$ cat src/hw/rtl/u8cell_pkg.sv
`default_nettype none

package u8cell_pkg;

   // width of the column and row counters
   localparam int COORD_BITS = 16;

   // width of the coordinates carried in a response
   localparam int CELL_COORD_BITS = 16;

   localparam logic [7:0] BYTE_NEWLINE = 8'h0A;
   localparam logic [7:0] BYTE_TAB     = 8'h09;
   localparam logic [7:0] BYTE_SPACE   = 8'h20;

   localparam logic [3:0] TAB_ADVANCE_RESET = 4'd4;

   typedef logic [COORD_BITS-1:0] coord_type;

   typedef struct packed {
      coord_type   column;
      coord_type   row;
      logic [31:0] glyph;
      logic [1:0]  still_needed;
      logic [2:0]  collected;
   } placer_state_type;

   typedef struct packed {
      logic [2:0]                 length;
      logic [31:0]                bytes;
      logic [CELL_COORD_BITS-1:0] row;
      logic [CELL_COORD_BITS-1:0] column;
   } cell_type;

   // saturating add on the coordinate counters
   function automatic coord_type sat_add(input coord_type a, input coord_type b);
      logic [COORD_BITS:0] sum;
      sum = {1'b0, a} + {1'b0, b};
      return sum[COORD_BITS] ? {COORD_BITS{1'b1}} : sum[COORD_BITS-1:0];
   endfunction

endpackage

`default_nettype wire

$ cat src/hw/rtl/u8cell_step.sv
`default_nettype none

module u8cell_step (
   input  wire logic [7:0]                  byte_in,
   input  wire logic                        start_of_text,
   input  wire logic [3:0]                  tab_advance,
   input  wire u8cell_pkg::placer_state_type state_cur,
   output u8cell_pkg::placer_state_type     state_next,
   output logic                             cell_valid,
   output u8cell_pkg::cell_type             cell_out
);

   u8cell_pkg::placer_state_type base;
   logic [31:0]                  glyph_merged;
   logic [31:0]                  cell_glyph;
   logic [2:0]                   cell_len;

   always_comb begin
      base = state_cur;
      if (start_of_text) begin
         base = '0;
      end

      glyph_merged = base.glyph;
      case (base.collected[1:0])
         2'd0: glyph_merged[31:24] = base.glyph[31:24] | byte_in;
         2'd1: glyph_merged[23:16] = base.glyph[23:16] | byte_in;
         2'd2: glyph_merged[15:8]  = base.glyph[15:8]  | byte_in;
         default: glyph_merged[7:0] = base.glyph[7:0] | byte_in;
      endcase

      state_next = base;
      cell_valid = 1'b0;
      cell_glyph = 32'd0;
      cell_len   = 3'd1;

      if (base.still_needed != 2'd0) begin
         if (byte_in[7:6] != 2'b10) begin
            // missing continuation: partial glyph and this byte dropped
            state_next.glyph        = 32'd0;
            state_next.still_needed = 2'd0;
            state_next.collected    = 3'd0;
         end else if (base.still_needed == 2'd1) begin
            cell_valid              = 1'b1;
            cell_glyph              = glyph_merged;
            cell_len                = base.collected + 3'd1;
            state_next.glyph        = 32'd0;
            state_next.still_needed = 2'd0;
            state_next.collected    = 3'd0;
            state_next.column       = u8cell_pkg::sat_add(base.column,
                                         u8cell_pkg::coord_type'(1));
         end else begin
            state_next.glyph        = glyph_merged;
            state_next.still_needed = base.still_needed - 2'd1;
            state_next.collected    = base.collected + 3'd1;
         end
      end else if (byte_in == u8cell_pkg::BYTE_NEWLINE) begin
         state_next.column = '0;
         state_next.row    = u8cell_pkg::sat_add(base.row, u8cell_pkg::coord_type'(1));
      end else if (byte_in == u8cell_pkg::BYTE_TAB) begin
         state_next.column = u8cell_pkg::sat_add(base.column,
                                u8cell_pkg::COORD_BITS'(tab_advance));
      end else if (byte_in == u8cell_pkg::BYTE_SPACE) begin
         state_next.column = u8cell_pkg::sat_add(base.column, u8cell_pkg::coord_type'(1));
      end else if (byte_in[7] == 1'b0) begin
         cell_valid        = 1'b1;
         cell_glyph        = {byte_in, 24'd0};
         cell_len          = 3'd1;
         state_next.column = u8cell_pkg::sat_add(base.column, u8cell_pkg::coord_type'(1));
      end else if (byte_in[7:5] == 3'b110) begin
         state_next.still_needed = 2'd1;
         state_next.glyph        = {byte_in, 24'd0};
         state_next.collected    = 3'd1;
      end else if (byte_in[7:4] == 4'b1110) begin
         state_next.still_needed = 2'd2;
         state_next.glyph        = {byte_in, 24'd0};
         state_next.collected    = 3'd1;
      end else if (byte_in[7:3] == 5'b11110) begin
         state_next.still_needed = 2'd3;
         state_next.glyph        = {byte_in, 24'd0};
         state_next.collected    = 3'd1;
      end
      // lone continuation and invalid lead bytes fall through unchanged

      cell_out.column = u8cell_pkg::CELL_COORD_BITS'(base.column);
      cell_out.row    = u8cell_pkg::CELL_COORD_BITS'(base.row);
      cell_out.bytes  = cell_glyph;
      cell_out.length = cell_len;
   end

endmodule

`default_nettype wire

$ cat src/hw/rtl/u8cell_rsp_reg.sv
`default_nettype none

module u8cell_rsp_reg (
   input  wire logic                 clock,
   input  wire logic                 reset,
   input  wire logic                 load,
   input  wire logic                 cell_valid,
   input  wire u8cell_pkg::cell_type new_cell,
   output logic                      space_free,
   output logic                      rsp_tvalid,
   input  wire logic                 rsp_tready,
   output u8cell_pkg::cell_type      rsp_cell
);

   logic                 valid_ff;
   logic                 valid_in;
   u8cell_pkg::cell_type cell_ff;

   // free when empty or being drained this cycle
   assign space_free = !valid_ff || rsp_tready;

   always_comb begin
      valid_in = valid_ff && !rsp_tready;
      if (load && cell_valid) begin
         valid_in = 1'b1;
      end
   end

   always_ff @(posedge clock) begin
      if (reset) begin
         valid_ff <= 1'b0;
      end else begin
         valid_ff <= valid_in;
      end
   end

   always_ff @(posedge clock) begin
      if (load && cell_valid) begin
         cell_ff <= new_cell;
      end
   end

   assign rsp_tvalid = valid_ff;
   assign rsp_cell   = cell_ff;

endmodule

`default_nettype wire

$ cat src/hw/rtl/utf8_text_cell_placer_core.sv
`default_nettype none
// a request that completes a character gives its response in the cycle after acceptance
// throughput: one request per cycle while the response register has space, set by the state update loop
// requests that only move the cursor or collect bytes give no response
// reset: synchronous, active high; clears cursor, partial glyph and the response register,
// and sets tab_advance to 4
module utf8_text_cell_placer_core (
   input  wire logic        clock,
   input  wire logic        reset,
   // request channel
   input  wire logic        req_tvalid,
   output logic             req_tready,
   input  wire logic [7:0]  req_tdata,   // [7:0] byte_in
   input  wire logic        req_tuser,   // [0] start_of_text
   // response channel
   output logic             rsp_tvalid,
   input  wire logic        rsp_tready,
   output logic [71:0]      rsp_tdata,   // [15:0] cell_column, [31:16] cell_row,
                                         // [63:32] glyph_bytes, [66:64] glyph_length,
                                         // [71:67] zero
   // configuration channel: tab_advance
   input  wire logic        csr_valid,
   output logic             csr_ready,
   input  wire logic [3:0]  csr_data
);

   u8cell_pkg::placer_state_type state_ff;
   u8cell_pkg::placer_state_type state_in;
   u8cell_pkg::placer_state_type state_step;
   logic [3:0]                   tab_advance_ff;
   logic                         accept;
   logic                         cell_valid;
   u8cell_pkg::cell_type         step_cell;
   u8cell_pkg::cell_type         rsp_cell;
   logic                         space_free;

   // the user must make register writes only while idle; the block does not enforce this and is always ready
   assign csr_ready = 1'b1;

   always_ff @(posedge clock) begin
      if (reset) begin
         tab_advance_ff <= u8cell_pkg::TAB_ADVANCE_RESET;
      end else if (csr_valid) begin
         tab_advance_ff <= csr_data;
      end
   end

   // a new request is taken whenever the response register can hold its result
   assign req_tready = space_free;
   assign accept     = req_tvalid && req_tready;

   // decode of one byte against the cursor and partial glyph state
   u8cell_step u_step (
      .byte_in       (req_tdata),
      .start_of_text (req_tuser),
      .tab_advance   (tab_advance_ff),
      .state_cur     (state_ff),
      .state_next    (state_step),
      .cell_valid    (cell_valid),
      .cell_out      (step_cell)
   );

   always_comb begin
      state_in = state_ff;
      if (accept) begin
         state_in = state_step;
      end
   end

   always_ff @(posedge clock) begin
      if (reset) begin
         state_ff <= '0;
      end else begin
         state_ff <= state_in;
      end
   end

   // response register, decouples the request side from a stalled consumer
   u8cell_rsp_reg u_rsp (
      .clock      (clock),
      .reset      (reset),
      .load       (accept),
      .cell_valid (cell_valid),
      .new_cell   (step_cell),
      .space_free (space_free),
      .rsp_tvalid (rsp_tvalid),
      .rsp_tready (rsp_tready),
      .rsp_cell   (rsp_cell)
   );

   assign rsp_tdata = {5'd0, rsp_cell.length, rsp_cell.bytes, rsp_cell.row, rsp_cell.column};

endmodule

`default_nettype wire

$ cat config.mk
export PLATFORM = sky130hd
export DESIGN_NAME = utf8_text_cell_placer_core
export DESIGN_NICKNAME = d
export VERILOG_FILES = /design/src/hw/rtl/u8cell_pkg.sv /design/src/hw/rtl/u8cell_step.sv /design/src/hw/rtl/u8cell_rsp_reg.sv /design/src/hw/rtl/utf8_text_cell_placer_core.sv
export SDC_FILE = /design/constraint.sdc
export NUM_CORES = 1
export LEC_CHECK = 0
export ABC_CLOCK_PERIOD_IN_PS = 6600
export BUFFER_PORTS_ARGS = -buffer_cell sky130_fd_sc_hd__buf_2
export CAP_MARGIN = 20
export CORE_MARGIN = 10
export CORE_UTILIZATION = 40
export CTS_CLUSTER_SIZE = 20
export DETAILED_ROUTE_END_ITERATION = 16
export MAX_ROUTING_LAYER = met4
export PLACE_DENSITY = 0.6
export SYNTH_ARGS = -nofsm -noshare
export SYNTH_HDL_FRONTEND = slang
export SYNTH_SLANG_ARGS = --single-unit
$ cat constraint.sdc
create_clock -name clock -period 6.6 [get_ports clock]
set_input_delay 0.99 -clock clock [delete_from_list [all_inputs] [get_ports clock]]
set_output_delay 0.99 -clock clock [all_outputs]
set_load 0.02 [all_outputs]
**Word level (Yosys, flattened, before mapping)**

Index checks and enable logic that the tools add are counted.

- Register bits: 141
- Input port bits: 18
- Word-level logic and storage cells: 84

- Add/subtract/negate cells: 5
- Eq/ne operators: 10
- Mux-type cells: 42
- Bitwise operators: 6
- Reductions and logical operators: 10

Operator list:

| operator | number |
|---|---|
| two-way mux 37 bit | 10 |
| two-way mux 16 bit | 12 |
| two-way mux 32 bit | 6 |
| two-way mux 69 bit | 1 |
| adder 16 x 1 -> 17 bit, second input constant | 2 |
| two-way mux 8 bit | 4 |
| OR 8 bit | 4 |
| two-way mux 31 bit | 1 |
| adder 16 x 4 -> 17 bit | 1 |
| equality test 8 x 4 -> 1 bit, second input constant | 2 |
| equality test 8 x 6 -> 1 bit, second input constant | 1 |
| two-way mux 1 bit | 8 |
| OR reduction 3 bit | 2 |
| equality test 5 bit, second input constant | 1 |
| equality test 2 x 1 -> 1 bit, second input constant | 2 |
| equality test 4 bit, second input constant | 1 |
| adder 3 x 1 -> 3 bit, second input constant | 1 |
| equality test 3 bit, second input constant | 1 |
| logical AND 1 bit | 3 |
| equality test 2 bit, second input constant | 1 |
| logical NOT 1 bit | 2 |
| logical NOT 2 bit | 1 |
| != test 2 bit, second input constant | 1 |
| NOT 1 bit | 2 |
| 3 further kinds | 3 |

**Logic depth before layout (Yosys ltp)**

Gate-level depths: netlist of run 1.

- Word-level depth: 9
- Gate-level depth with buffers: 15
- Mapped depth without buffers: 9

**By module**

A second synthesis of run 1 with hierarchy kept.

- Cells, all modules: 1037
- Area, all modules: 8908.5 µm²

Modules (own cells, without submodules):

| module | times used | cells an instance | area an instance (µm²) |
|---|---|---|---|
| u8cell_step | 1 | 629 | 3669.8 |
| utf8_text_cell_placer_core | 1 | 336 | 3176.8 |
| u8cell_rsp_reg | 1 | 72 | 2062.0 |

**Worst setup path after synthesis of run 1**

No wires, ideal clock.

- Path kind: input to register
- From: input req_tuser
- To: register u_rsp.cell_ff, in the netlist u_rsp.rsp_cell[0], enable pin
- Setup time: 0.421 ns
- Arrival time: 4.321 ns
- Data required time: 6.179 ns
- Path slack: 1.857 ns
- Cell stages on the path: 12
- Cells stage by stage: buf_2 -> buf_2 -> inv_1 -> clkbuf_1 -> clkbuf_1 -> nand2_1 -> ha_1 -> buf_2 -> nor3b_2 -> nand2_1 -> a21o_1 -> inv_1

- Word-level cells in the longest chain between the ends: 6
- Elaborated cells on any way between the ends: 7

RTL lines:

| element | line | source |
|---|---|---|
| start: declaration | utf8_text_cell_placer_core.sv:14 | `input wire logic req_tuser,` |
| two-way mux 69 bit (*) | u8cell_step.sv:20 | `if (start_of_text) begin` |
| equality test 2 x 1 -> 1 bit | u8cell_step.sv:43 | `end else if (base.still_needed == 2'd1) begin` |
| two-way mux 1 bit | u8cell_step.sv:43 |  |
| two-way mux 1 bit | u8cell_step.sv:38 | `if (byte_in[7:6] != 2'b10) begin` |
| two-way mux 1 bit (*) | u8cell_step.sv:37 | `if (base.still_needed != 2'd0) begin` |
| logical AND 1 bit (*) | u8cell_rsp_reg.sv:38 | `if (load && cell_valid) begin` |
| end signal: assignment | u8cell_rsp_reg.sv:39 | `cell_ff <= new_cell;` |
| end: declaration | u8cell_rsp_reg.sv:17 | `u8cell_pkg::cell_type cell_ff;` |

Every way passes the cells marked *; elsewhere a longest branch is shown, timed or not.
A chain may end at the register's enable or synchronous reset.

**Worst setup path after layout of run 1**

- From: input req_tuser
- To: register u_rsp.cell_ff, in the netlist u_rsp.rsp_cell[43], enable pin

Same word-level chain as after synthesis.

==> results of run 1 <==
registers in the layout, summed over array words and instances, names as in the netlist:
register,cells
state_ff,69
u_rsp.rsp_cell,67
tab_advance_ff,4
u_rsp.rsp_tvalid,1
per-stage QoR:
step / hold WS [ns] / worst slack [ns] / cell area [sq um]
after floorplan: 0.444 / 1.86 / 7850
after global placement: 0.460 / 2.52 / 8310
after detailed placement: 0.464 / 2.40 / 8310
after CTS: 0.479 / 2.84 / 8940
after global routing: 0.494 / 2.62 / 8980
final: 0.481 / 2.87 / 8980
worst max-delay path by stage:
stage | end | startpoint | slack [ns]
finish | u_rsp.rsp_cell[43] | req_tuser | 2.87
global route | u_rsp.rsp_cell[35] | req_tuser | 2.62
CTS | u_rsp.rsp_cell[36] | req_tuser | 2.84
detailed placement | u_rsp.rsp_cell[49] | req_tuser | 2.40
global placement | u_rsp.rsp_cell[64] | req_tuser | 2.52
floorplan | u_rsp.rsp_cell[0] | req_tuser | 1.86
routing by layer:
| layer | vias up | track usage [%] | part of all wire, % |
|---|---|---|---|
| met3 | 41 | 3.55 | 6.7 |
| met5 | - | - | 0 |
| met4 | 0 | 6.14 | 2.0 |
| met2 | 319 | 27.8 | 46 |
| li1 | 3333 | - | - |
| met1 | 3314 | 23.7 | 46 |
cell type report:
cell class | count | area share, %
well taps | 265 | 3.69
multi-input cells | 641 | 43.5
clock buffers | 17 | 4.73
inverters | 23 | 0.961
clock inverters | 15 | 2.27
flip-flops and latches | 141 | 38.9
repair buffers | 96 | 5.93
cells by family after synthesis:
| kind of cell | synth area share, % |
|---|---|
| compound gates | 22.7 |
| xor+xnor | 2.01 |
| fa+ha+maj | 1.76 |
| buf+inv | 5.64 |
| flops | 44.6 |
| mux | 1.07 |
| other cells | 0.0959 |
| simple gates | 22.1 |
power groups by stage:
stage / Clock, W / Sequential [W] / Combinational (W)
3_5_place_dp: 0 / 0.000987 / 0.000219
2_1_floorplan: 0 / 0.00100 / 0.000137
4_1_cts: 0.00104 / 0.000968 / 0.000220
6_report: 0.00103 / 0.000968 / 0.000226
5_1_grt: 0.00108 / 0.000972 / 0.000247
3_3_place_gp: 0 / 0.000987 / 0.000218
cell usage after synthesis, drive strengths merged (4+ instances only):
cell type / count
a21oi: 79
a22o: 6
a22oi: 48
a31oi: 12
and2: 9
and3: 14
and4: 5
buf: 31
clkbuf: 45
dfxtp: 74
edfxtp: 67
ha: 11
inv: 22
mux2i: 5
nand2: 48
nand2b: 16
nand3: 20
nand3b: 7
nand4: 13
nor2: 105
nor2b: 30
nor3: 26
nor3b: 6
nor4: 12
o211ai: 12
o21ai: 56
o221a: 6
o221ai: 9
o22ai: 5
o31ai: 4
xnor2: 12
xor2: 6
worst max-delay path: cells and delay by family:
family | cells | cell delay [ns]
buffers and inverters | 4 | 1.61
and+or+nand+nor | 3 | 0.75
adders and majority gates | 1 | 0.25
AOI/OAI and AO/OA | 1 | 0.20
==> results_dict.tcl, run 1 <==
set metrics [dict create \
    core.rowCount 51 \
    ctsResizeCount 0 \
    vias_per_cell 5.85 \
    yosysWarnings 0 \
    min_to "state_ff[27]" \
    wl_per_cell_microns 19.2 \
    syn_area_sq_um 7830 \
    fillers 1874 \
    finClkSkew_ns 0.0152 \
    grt_pass1_vias 6708 \
    crit_path_max_fanout 41 \
    status "complete, no violations" \
    avgSynthCellArea_sq_um 8.93 \
    holdCritStartpoint "state_ff[27]" \
    coreArea_sq_um 19300 \
    firstDrtPassIters 5 \
    fin_util_pct 46.5 \
    internal-power_w 0.00162 \
    grtUsageTotal_pct 18.2 \
    drtIter0Drc 800 \
    hpwl_microns 15100 \
    numPortBuffers 86 \
    clock_power_share_pct 46.3 \
    routed_wl_microns 23000 \
    cts_buffer_depth 2 \
    clk_pin_slew_ns 0.06 \
    final_common_cell "nor2_1" \
    fin_crit_ns 3.73 \
    max_freq_ghz 0.268 \
    cts_root_buf "clkbuf_16" \
    async_reset_ff_share_pct 0 \
    cts.sinks 141 \
    ys_types 86 \
    antenna_found_initial 0 \
    cp.arrival_ns 3.82 \
    critPathKind "input pin to register" \
    dp_cells 1164 \
    grt_pass1_wl_microns 37000 \
    peakVddDrop_v 0.000174 \
    slew_headroom_pct 35.9 \
    synth_edf_count 67 \
    drtAntennaViolNets 0 \
    crit_chain "buf_2, nand2b_1, ha_1, buf_4, nor3b_2, nand2_1, a21o_1, inv_2, buf_4" \
    p_total_w 0.00222 \
    stdcell_count 1198 \
    ys_seq_area_share_pct 44.6 \
    p_sw_share_pct 27.0 \
    syn-instance-count 877 \
    syn_to_final_growth_pct 14.7 \
    rsz0062_at_grt "no" \
    final_cell_mix "nor2_1, buf_2, a21oi_1, dfxtp_1, edfxtp_1" \
    reg2reg_depth 9 \
    hold_depth 1 \
    tightest_slew_ns 0.961 \
    cp_slowest_stage_delay_ns 0.69 \
    die_w_microns 160 \
    maxSlewViolCount 0 \
    cp_slowest_cell "inv_2" \
    pwr-share-comb_pct 10.2 \
    switchingPower_w 0.000600 \
    cpMostUsedCell "buf_4" \
    clock_latency_ns 0.44 \
    gp_congestion 0.902 \
    r2r_end "state_ff[66]" \
    start_util_pct 40.5 \
    hold_viol 0 \
    rrSetupSlack_ns 3.27 \
    fp.dieArea_sq_um 25600 \
    fin_tns_setup_ns 0 \
    num_io_pins 93 \
    r2r-start "state_ff[53]" \
    die_y_microns 160 \
    grt_max_degree 64 \
    fin_nets 949 \
    final_min_period_over_clock_period_pct 56.5 \
    setup_viol 0 \
    maxCapViolations 0 \
    hold_class "register to register" \
    p_seq_share_pct 43.6 \
    required_ns 6.69 \
    synth_top_area_share_pct 25.7 \
    overflow 0 \
    cts_tree "built" \
    ys_ff_latch 141 \
    hold_buffers 0 \
    cts_post_setup_buffers_inserted 0 \
    end_kind "register" \
    diodes 0 \
    drc_errors 0 \
    cts_buffers 17 \
    htreeDepth 4 \
    synth_top_cells_by_area "edfxtp_1, dfxtp_1, a21oi_1" \
    multi_input_comb_area_sq_um 3910 \
    power.density_nw_per_um2 247 \
    synth_top_area_cell "edfxtp_1" \
    drive_gt1_share_pct 16.5 \
    ys.flop_type "dfxtp_1" \
    register_area_sq_um 3490 \
    via_count 7007 \
    power.leakage_nw 3.30 \
    cp-start-kind "input pin" \
]
Note: power is estimated with default switching activity, not from simulation.
==> run 2, diff against run 1 <==
--- a/config.mk
+++ b/config.mk
@@ -5,7 +5,7 @@
 export SDC_FILE = /design/constraint.sdc
 export NUM_CORES = 1
 export LEC_CHECK = 0
-export ABC_CLOCK_PERIOD_IN_PS = 6600
+export ABC_CLOCK_PERIOD_IN_PS = 3100
 export BUFFER_PORTS_ARGS = -buffer_cell sky130_fd_sc_hd__buf_2
 export CAP_MARGIN = 20
 export CORE_MARGIN = 10
@@ -13,7 +13,7 @@
 export CTS_CLUSTER_SIZE = 20
 export DETAILED_ROUTE_END_ITERATION = 16
 export MAX_ROUTING_LAYER = met4
-export PLACE_DENSITY = 0.6
+export PLACE_DENSITY = 0.63
 export SYNTH_ARGS = -nofsm -noshare
 export SYNTH_HDL_FRONTEND = slang
 export SYNTH_SLANG_ARGS = --single-unit
==> constraint.sdc (replaced) <==
create_clock -name clock -period 3.1 [get_ports clock]
set_input_delay 0.465 -clock clock [delete_from_list [all_inputs] [get_ports clock]]
set_output_delay 0.465 -clock clock [all_outputs]
set_load 0.02 [all_outputs]
==> results_dict.tcl, run 2 (synthesized netlist as in run 1, its figures left out) <==
set metrics [dict create \
    largest_reg_flops 69 \
    worst_slack_ns 0.448 \
    drtIter0Drc 775 \
    power.density_nw_per_um2 497 \
    num_io_pins 93 \
    cp_top_family "compound AO/OA/AOI/OAI gates" \
    fillers 1861 \
    fin_nets 984 \
    clock_latency_ns 0.44 \
    holdCritStartpoint "csr_data[2]" \
    cp_slowest_stage_delay_ns 0.47 \
    grt_max_degree 50 \
    drc_errors 0 \
    cts.sinks 141 \
    slew_headroom_pct 47.2 \
    finClkSkew_ns 0.0102 \
    overflow 0 \
    max_freq_ghz 0.377 \
    die_w_microns 160 \
    status "complete, no violations" \
    drtAntennaViolNets 0 \
    register_area_sq_um 3490 \
    start_util_pct 40.5 \
    fin_util_pct 47.8 \
    cts_post_setup_buffers_inserted 0 \
    vias_per_cell 5.78 \
    cp-startpoint "state_ff[54]" \
    end_kind "register" \
    routed_wl_microns 23200 \
    dp_slack_ns 0.214 \
    wl_per_cell_microns 18.8 \
    power.leakage_nw 3.44 \
    die_y_microns 160 \
    setup_viol 0 \
    numPortBuffers 86 \
    clk_pin_slew_ns 0.06 \
    cts_buffers 17 \
    cts_root_buf "clkbuf_16" \
    fp.dieArea_sq_um 25600 \
    regMostFlops "state_ff" \
    cpMostUsedCell "o221ai_1" \
    crit_path_max_fanout 6 \
    grt_pass1_wl_microns 37200 \
    critPathBufInv 1 \
    hold_class "input pin to register" \
    hpwl_microns 16000 \
    maxSlewViolCount 0 \
    r2r-start "state_ff[54]" \
    htreeDepth 4 \
    grtUsageTotal_pct 18.2 \
    critPathKind "register to register" \
    coreArea_sq_um 19300 \
    crit_chain "nor2b_1, xor2_1, ha_1, o221ai_1, nand2_1, o21ai_1, o31ai_4, buf_4, o221ai_1, a31oi_1" \
    core.rowCount 51 \
    antenna_found_initial 2 \
    gp_congestion 0.955 \
    grt_pass1_vias 6765 \
    cp-start-kind "register" \
    cts_buffer_depth 2 \
    syn_to_final_growth_pct 18.0 \
    hold_viol 0 \
    cp_slowest_cell "o31ai_4" \
    cts_tree "built" \
    final_cell_mix "nor2_1, buf_2, a21oi_1, dfxtp_1, edfxtp_1" \
    peakVddDrop_v 0.000412 \
    fin_crit_ns 2.65 \
    final_common_cell "nor2_1" \
    required_ns 3.46 \
    firstDrtPassIters 5 \
    cp.arrival_ns 3.02 \
    drive_gt1_share_pct 20.1 \
    ctsResizeCount 0 \
    multi_input_comb_area_sq_um 3940 \
    via_count 7136 \
    maxCapViolations 0 \
    rsz0062_at_grt "no" \
    hold_buffers 0 \
    final_min_period_over_clock_period_pct 85.5 \
    tightest_slew_ns 0.788 \
]
[run 2: worst register-to-register path: stages, from the launching register on]
cell and delay [ns]:
dfxtp_1 0.35, nor2b_1 0.36, xor2_1 0.18, ha_1 0.26, o221ai_1 0.15, nand2_1 0.17
o21ai_1 0.13, o31ai_4 0.47, buf_4 0.22, o221ai_1 0.12, a31oi_1 0.17
[run 2: report_power, final]
group          switching (W)  internal [W]
Sequential         0.0000354       0.00201
Combinational       0.000358      0.000170
Clock               0.000889       0.00113
[run 2: metrics by stage]
stage	hold slack, ns	total power [W]	cell area (sq um)	setup TNS [ns]	cells
final	0.253	0.00459	9240	0	1235
after global routing	0.256	0.00474	9240	0	1235
after CTS	0.246	0.00462	9220	0	1232
after detailed placement	0.471	0.00261	8650	0	1200
after global placement	0.459	0.00261	8650	0	1200
after floorplan	0.444	0.00244	7930	-1.52	881
[run 2: final timing paths]
kind	depth (start not counted)	to	slack, ns
min	3	tab_advance_ff[2]	0.25
max reg2reg	10	state_ff[54]	0.45
min reg2reg	1	state_ff[19]	0.48
max	10	state_ff[54]	0.45
[run 2: layout make-up]
cell class,instances,area share [%]
tap,265,3.59
sequential,141,37.8
antenna,2,0.0542
clock buffer,17,4.60
timing repair buffer,131,8.67
inverter,23,1.03
clock inverter,15,1.61
multi-input combinational,641,42.6
[run 2: routing by layer]
metal  track usage (%)  routed length, microns  up-vias
met3              4.40                    1840       36
met2              27.2                   10600      301
li1                  -                       -     3409
met5                 -                       0        -
met1              23.9                   10400     3390
met4              5.47                     382        0
